<file path="src/rtl/vaa_pkg.sv">
package vaa_pkg;

  localparam int LEN_BITS   = 48;
  localparam int ANGLE_BITS = 25;

  localparam logic [29:0] GAIN_Q30    = 30'd652032874;
  localparam logic [30:0] TWO_PI_Q28  = 31'd1686629713;
  localparam logic [30:0] LIMIT_RESET = 31'd10000;
  localparam logic [LEN_BITS-1:0] LEN_MAX = {LEN_BITS{1'b1}};

  localparam logic [1:0] UNIT_RAD  = 2'd0;
  localparam logic [1:0] UNIT_DEG  = 2'd1;
  localparam logic [1:0] UNIT_GRAD = 2'd2;

  localparam logic CFG_UNIT  = 1'b0;
  localparam logic CFG_LIMIT = 1'b1;

  localparam logic REQ_ADD   = 1'b0;
  localparam logic REQ_CLEAR = 1'b1;

  typedef enum logic [3:0] {
    OP_IDLE, OP_LOAD, OP_CLEAR, OP_PHASE, OP_ROT_INIT, OP_ROT, OP_SCALE, OP_ACC,
    OP_VEC_INIT, OP_VEC, OP_MAG, OP_FIN, OP_DIV_INIT, OP_DIV, OP_OUT
  } op_t;

  typedef struct packed {
    op_t        op;
    logic [4:0] step;
  } cmd_t;

  typedef struct packed {
    logic clear_item;
    logic out_free;
  } status_t;

  // arctangent of 2^-i as a binary angle, 2^32 per turn
  function automatic logic [31:0] atan_entry(input logic [4:0] i);
    logic [31:0] a;
    case (i)
      5'd0:  a = 32'h20000000;
      5'd1:  a = 32'h12E4051E;
      5'd2:  a = 32'h09FB385B;
      5'd3:  a = 32'h051111D4;
      5'd4:  a = 32'h028B0D43;
      5'd5:  a = 32'h0145D7E1;
      5'd6:  a = 32'h00A2F61E;
      5'd7:  a = 32'h00517C55;
      5'd8:  a = 32'h0028BE53;
      5'd9:  a = 32'h00145F2F;
      5'd10: a = 32'h000A2F98;
      5'd11: a = 32'h000517CC;
      5'd12: a = 32'h00028BE6;
      5'd13: a = 32'h000145F3;
      5'd14: a = 32'h0000A2FA;
      5'd15: a = 32'h0000517D;
      5'd16: a = 32'h000028BE;
      5'd17: a = 32'h0000145F;
      5'd18: a = 32'h00000A30;
      5'd19: a = 32'h00000518;
      5'd20: a = 32'h0000028C;
      5'd21: a = 32'h00000146;
      5'd22: a = 32'h000000A3;
      5'd23: a = 32'h00000051;
      5'd24: a = 32'h00000029;
      5'd25: a = 32'h00000014;
      5'd26: a = 32'h0000000A;
      5'd27: a = 32'h00000005;
      5'd28: a = 32'h00000003;
      5'd29: a = 32'h00000001;
      5'd30: a = 32'h00000001;
      default: a = 32'h00000000;
    endcase
    return a;
  endfunction

endpackage

</file>
<file path="src/rtl/vaa_controller.sv">
module vaa_controller #(
  parameter int CORDIC_STEPS = 24
) (
  input  logic             clk,
  input  logic             rst,
  input  logic             in_valid,
  output logic             in_ready,
  input  vaa_pkg::status_t status,
  output vaa_pkg::cmd_t    cmd
);
  import vaa_pkg::*;

  typedef enum logic [3:0] {
    S_IDLE, S_PHASE, S_ROTI, S_ROT, S_SCALE, S_ACC, S_EVAL, S_VEC, S_MAG, S_FIN,
    S_DIVI, S_DIV, S_OUT
  } state_t;

  state_t     state;
  logic [5:0] step;

  assign in_ready = (state == S_IDLE);
  assign cmd.step = step[4:0];

  always_comb begin
    unique case (state)
      S_IDLE:  cmd.op = in_valid ? OP_LOAD : OP_IDLE;
      S_PHASE: cmd.op = status.clear_item ? OP_CLEAR : OP_PHASE;
      S_ROTI:  cmd.op = OP_ROT_INIT;
      S_ROT:   cmd.op = OP_ROT;
      S_SCALE: cmd.op = OP_SCALE;
      S_ACC:   cmd.op = OP_ACC;
      S_EVAL:  cmd.op = OP_VEC_INIT;
      S_VEC:   cmd.op = OP_VEC;
      S_MAG:   cmd.op = OP_MAG;
      S_FIN:   cmd.op = OP_FIN;
      S_DIVI:  cmd.op = OP_DIV_INIT;
      S_DIV:   cmd.op = OP_DIV;
      S_OUT:   cmd.op = status.out_free ? OP_OUT : OP_IDLE;
      default: cmd.op = OP_IDLE;
    endcase
  end

  always_ff @(posedge clk) begin
    if (rst) begin
      state <= S_IDLE;
      step  <= '0;
    end else begin
      unique case (state)
        S_IDLE:  if (in_valid) state <= S_PHASE;
        S_PHASE: state <= status.clear_item ? S_EVAL : S_ROTI;
        S_ROTI: begin
          state <= S_ROT;
          step  <= '0;
        end
        S_ROT: begin
          if (step == 6'(CORDIC_STEPS - 1)) begin
            state <= S_SCALE;
            step  <= '0;
          end else step <= step + 6'd1;
        end
        S_SCALE: state <= S_ACC;
        S_ACC:   state <= S_EVAL;
        S_EVAL: begin
          state <= S_VEC;
          step  <= '0;
        end
        S_VEC: begin
          if (step == 6'(CORDIC_STEPS - 1)) begin
            state <= S_MAG;
            step  <= '0;
          end else step <= step + 6'd1;
        end
        S_MAG:  state <= S_FIN;
        S_FIN:  state <= S_DIVI;
        S_DIVI: begin
          state <= S_DIV;
          step  <= '0;
        end
        S_DIV: begin
          if (step == 6'(LEN_BITS - 1)) begin
            state <= S_OUT;
            step  <= '0;
          end else step <= step + 6'd1;
        end
        S_OUT:   if (status.out_free) state <= S_IDLE;
        default: state <= S_IDLE;
      endcase
    end
  end

endmodule

</file>
<file path="config.mk">
export PLATFORM = sky130hd
export DESIGN_NAME = vaa_controller
export DESIGN_NICKNAME = d
export VERILOG_FILES = /design/src/rtl/vaa_pkg.sv /design/src/rtl/vaa_controller.sv
export SDC_FILE = /design/constraint.sdc
export NUM_CORES = 1
export LEC_CHECK = 0
export BUFFER_PORTS_ARGS = -buffer_cell sky130_fd_sc_hd__buf_2
export CORE_UTILIZATION = 52
export DETAILED_ROUTE_END_ITERATION = 10
export PLACE_DENSITY = 0.76
export SLEW_MARGIN = 0
export SYNTH_ARGS = -nofsm -noshare
export SYNTH_HDL_FRONTEND = slang
export SYNTH_SLANG_ARGS = --single-unit
</file>
<file path="constraint.sdc">
create_clock -name clk -period 1.8 [get_ports clk]
set_input_delay 0.36 -clock clk [delete_from_list [all_inputs] [get_ports clk]]
set_output_delay 0.36 -clock clk [all_outputs]
set_load 0.005 [all_outputs]
</file>
* Yosys cells after proc, flatten, opt, wreduce, memory -nomap -nowiden
Cells that the tools add are included.
** Operators by class
- Reduce and logical (&&, ||, !) cells :: 5
- Muxes and demuxes :: 14
- Add/sub/neg operators :: 1
- Equal/unequal tests :: 19
** Operator list (count)
- $pmux W4 S13 :: 2
- $mux W4 :: 6
- $eq A4 B4 Y1 const B :: 5
- $pmux W6 S3 :: 1
- $eq A4 B3 Y1 const B :: 4
- $mux W6 :: 2
- $ne A2 B2 Y1 const B :: 5
- $eq A4 B2 Y1 const B :: 2
- $add A6 B1 Y6 const B :: 1
- $eq A6 B5 Y1 const B :: 1
- $eq A6 B6 Y1 const B :: 1
- $reduce_and A5 Y1 :: 1
- $eq A4 B1 Y1 const B :: 1
- $logic_not A4 Y1 :: 1
- $mux W3 :: 1
- $reduce_bool A3 Y1 :: 1
- $reduce_or A3 Y1 :: 1
- $mux W1 :: 2
- $reduce_or A2 Y1 :: 1
** Word-level totals
- Word-level logic and storage cells :: 41
- Bits in registers :: 10
- Output and inout bits :: 10
- Bits of input ports :: 5

* Depth between registers and ports, before layout
- Depth after elaboration :: 3
- Gate-level depth with buffers :: 5
- Depth with buffers taken out :: 5

* Worst setup path after synthesis
Ideal clock, no wire load.
- Path type :: register to register
- Start :: register step[0]
- End :: register state[2]
- Setup slack :: 0.223 ns
- Buffers on the path :: 0
- Period minus slack after synthesis :: 1.577 ns
- Setup time :: 0.122 ns
- Data arrival time :: 1.455 ns
- Cell stages (with the launch flop) :: 6
- Required time :: 1.678 ns
- Cells stage by stage :: dfxtp_1 -> ha_1 -> and4bb_2 -> a211oi_2 -> or2_1 -> o311a_1
** Between the ends
- Word-level cells in the longest chain between the ends :: 3
- Elaborated cells between the ends (all ways) :: 6
- Classes of those cells :: eq/ne: 5; reduce/logical: 1
** Ends and longest elaborated chain
- start, declared :: line vaa_controller.sv:19 : logic [5:0] step;
- start signal, assigned :: line vaa_controller.sv:59 : end else step <= step + 6'd1;
- start signal, assigned :: line vaa_controller.sv:71 : end else step <= step + 6'd1;
- start signal, assigned :: line vaa_controller.sv:83 : end else step <= step + 6'd1;
- $eq A6 B6 Y1 / $eq A6 B5 Y1 (equally long branches) :: line vaa_controller.sv:80, vaa_controller.sv:56, vaa_controller.sv:68
- $ne A2 B2 Y1 (no source line)
- $reduce_and A5 Y1 (no source line) *
- end signal, assigned :: line vaa_controller.sv:50 : S_PHASE: state <= status.clear_item ? S_EVAL : S_ROTI;
- end, declared :: line vaa_controller.sv:18 : state_t state;
Every way passes the cells marked *; elsewhere a longest branch is shown, timed or not.
A chain may end at the register's enable or synchronous reset.

* Final worst setup path
Ends and elaborated chain as after synthesis.

==> flow_summary.ini <==
[place]
port_buffers = 14
placedInstanceArea_um2 = 769.5
dpl.hpwl_um = 1039
place.gp.congestion = 0.8494

[cts]
ctsLongestPathBuffers = 2
clock_latency_ns = 0.27
clock-root-buffer = clkbuf_4
htreeDepth = 1
cts-buffers-inserted = 3
cts_sinks = 10
cts_tree = done
clk_pin_slew_ns = 0.06
postCtsSetupRepairBufs = 0

[synthesis]
synth_cells = 92
synth_fa_ha_area_share_pct = 1.712
synth_compound_area_share_pct = 30.31
synth_xor_area_share_pct = 4.795
synth_seq_cells = 10
synth_fp_nets = 98
synth.cell_area_um2 = 730.7
synth_area_per_cell_um2 = 7.942
muxShareOfSynthArea_pct = 0
synth_top_family_by_area = compound AO/OA/AOI/OAI gates
ys_seq_area_share_pct = 27.40
yosys_warnings = 0
synth_cell_types = 39
synth-simple-area-share_pct = 24.83

[power]
ir_drop_v = 0.0006529
p_per_area_mw_per_mm2 = 911.3
leakagePower_nw = 0.3242

[sta]
fin_crit_ns = 1.686
final.setup.tns_ns = 0
setup_viol = 0
slew_headroom_pct = 67.21
worstMarginPinSlew_ns = 0.4875
fin_skew_ns = 0.005315
clock.fmax_ghz = 0.5931
final_max_slew_viol_count = 0
rsz0062_at_grt = false
hold_violations = 0
post-route-period-util_pct = 93.67

[setup_path]
worstRegToRegCells = 5
cp-start-kind = flop
worstSetupPathType = reg2reg
required_ns = 1.95
r2r_end = state[2]$_SDFFE_PP0P_
crit_chain = ha_1 -> and4bb_2 -> a211oi_2 -> or2_1 -> o311a_1
arrival_ns = 1.84
crit_fanout = 5
reg2reg_from = step[0]$_SDFFE_PP0P_
slowest_stage = dfxtp_1
rrSetupSlack_ns = 0.11
critPathCaptureType = flop
cp_slowest_stage_delay_ns = 0.38

[grt]
grt-ovfl-total = 0
track_usage_pct = 21.79
grt_pass1_wl_um = 2208
first_global_vias = 488
antenna_found_initial = 0
grt_max_degree = 19

[die]
io_pins = 15
rows = 13
start_util_pct = 56.15
core-area_mm2 = 0.001301
die_area_mm2 = 0.001559
die_h_um = 39.49
fp.dieW_um = 39.49

[cells_and_area]
layout-drive-gt1-share_pct = 29.00
fillCellCount = 129
fin_nets = 108
antennaDiodeCount = 0
areaGrowthSynthToFinish_pct = 9.075
final_area_um2 = 797.0

[routing]
drtPass1Iterations = 7
vias = 686
drt-initial-drc-count = 13
remaining_drc_errors = 2
ant_nets = 0
via_per_inst = 5.965
wl_per_cell_um = 12.58
routed_wl_um = 1447

[flow_run]
maxCapViolations = 0

[worst_hold_path]
worstHoldPathCells = 2
hold_end = state[3]$_SDFFE_PP0P_
hp-class = in2reg
min_from = rst

[run_status]
status = finished, violations left
violations = DRC
## through the flow
step | util [%] | worst slack, ns | hold slack (ns) | cells | power (mW)
after floorplan | - | 0.2229 | 0.4291 | 92 | 0.4976
after global placement | 59.13 | 0.1674 | 0.4709 | 112 | 0.5697
after detailed placement | 59.13 | 0.1187 | 0.4813 | 112 | 0.5727
after CTS | 61.06 | 0.03049 | 0.3213 | 115 | 0.7287
after global routing | 61.25 | 0.01364 | 0.3323 | 115 | 0.7881
final | 61.25 | 0.1139 | 0.3350 | 115 | 0.7263
## final cells by class
class | instances | area (µm²) | share of cell area [%]
Multi-Input combinational cell | 67 | 450.4 | 56.51
Timing Repair Buffer | 16 | 85.08 | 10.68
Clock buffer | 3 | 22.52 | 2.826
Inverter | 4 | 15.01 | 1.884
Tap cell | 15 | 18.77 | 2.355
Sequential cell | 10 | 205.2 | 25.75
## layer usage
metal,vias to the layer above,global-route usage (%),share of wire (%),wire [µm]
met4,0,5.172,1.0,15
met1,319,30.72,49,712
met5,-,0,0,0
met2,15,29.10,45,655
li1,347,-,-,-
met3,5,10.23,4.4,64
## cells in the mapped netlist
| cell | number | share of area (%) |
|---|---|---|
| nand3_1 | 1 | 0.68 |
| a2111oi_4 | 1 | 3.8 |
| buf_1 | 1 | 0.51 |
| and3_2 | 1 | 1.0 |
| a21boi_0 | 1 | 1.0 |
| a21oi_1 | 8 | 5.5 |
| a21bo_2 | 1 | 1.4 |
| or2_1 | 1 | 0.86 |
| nand3b_1 | 1 | 1.0 |
| nand4_1 | 1 | 0.86 |
| and4bb_2 | 1 | 1.7 |
| clkbuf_1 | 1 | 0.51 |
| buf_4 | 5 | 5.1 |
| dfxtp_1 | 10 | 27 |
| ha_1 | 1 | 1.7 |
| o311a_1 | 1 | 1.4 |
| o21ai_0 | 5 | 3.4 |
| buf_2 | 4 | 2.7 |
| a211oi_1 | 1 | 1.0 |
| or4_1 | 1 | 1.0 |
| nor2b_1 | 2 | 1.7 |
| nor3b_1 | 1 | 1.0 |
| o31ai_1 | 2 | 2.1 |
| xor2_1 | 3 | 3.6 |
| nor4b_1 | 1 | 1.2 |
| a22o_1 | 2 | 2.4 |
| nand2b_1 | 3 | 2.6 |
| nor4_1 | 1 | 0.86 |
| inv_1 | 4 | 2.1 |
| xnor2_1 | 1 | 1.2 |
| or3_1 | 1 | 0.86 |
| and3_1 | 1 | 0.86 |
| nor3_1 | 2 | 1.4 |
| nand2_1 | 8 | 4.1 |
| nor2_1 | 6 | 3.1 |
| a211oi_2 | 2 | 3.4 |
| o22ai_1 | 2 | 1.7 |
| a311oi_1 | 1 | 1.2 |
| o21a_1 | 2 | 2.1 |
## logic make-up after synthesis
group / Yosys count
adders and majority gates: 1
AOI/OAI and AO/OA: 29
buffers and inverters: 15
xor gates and xnor gates: 4
DFF: 10
and+or+nand+nor: 33
## registers in the layout (all words and copies together) (netlist names)
register and count:
state 4, step 6
## power by group
part	total [mW]	switching, mW	leakage [nW]	internal (mW)
clock	0.151	0.0735	0.0138	0.0772
combinational	0.262	0.128	0.228	0.134
sequential	0.314	0.0667	0.0827	0.247
## repair_timing
item,CTS,global route
endpoints found under the hold margin,0,0
hold buffers,0,0
gates resized for setup,2,2
endpoints found under the setup margin,2,2
## worst max-delay path: cells and delay by family (launching register included)
| kind | cells | cell delay, ns |
|---|---|---|
| compound gates | 2 | 0.42 |
| fa+ha+maj | 1 | 0.21 |
| flops | 1 | 0.38 |
| simple gates | 2 | 0.56 |
## how the worst max path moves through the flow
stage / from / to / slack [ns] / depth (start not counted)
final: step[0]$_SDFFE_PP0P_ / state[2]$_SDFFE_PP0P_ / 0.11 / 5
after global routing: step[0]$_SDFFE_PP0P_ / state[2]$_SDFFE_PP0P_ / 0.01 / 5
after CTS: state[0]$_SDFFE_PP0P_ / cmd[8] / 0.03 / 4
after detailed placement: step[0]$_SDFFE_PP0P_ / state[2]$_SDFFE_PP0P_ / 0.12 / 5
after global placement: step[0]$_SDFFE_PP0P_ / state[2]$_SDFFE_PP0P_ / 0.17 / 5
after floorplan: step[0]$_SDFFE_PP0P_ / state[2]$_SDFFE_PP0P_ / 0.22 / 5
## placed cells by master, fill, tap and decap left out, drive strengths merged, types with 2 or more instances in the layout
master	n
a211oi	3
a21oi	8
a22o	2
and3	2
buf	16
clkbuf	3
dfxtp	10
inv	4
nand2	8
nand2b	3
nor2	6
nor2b	2
nor3	2
o21a	2
o21ai	5
o22ai	2
o31ai	2
xor2	3
(Power assumes the default switching activity.)
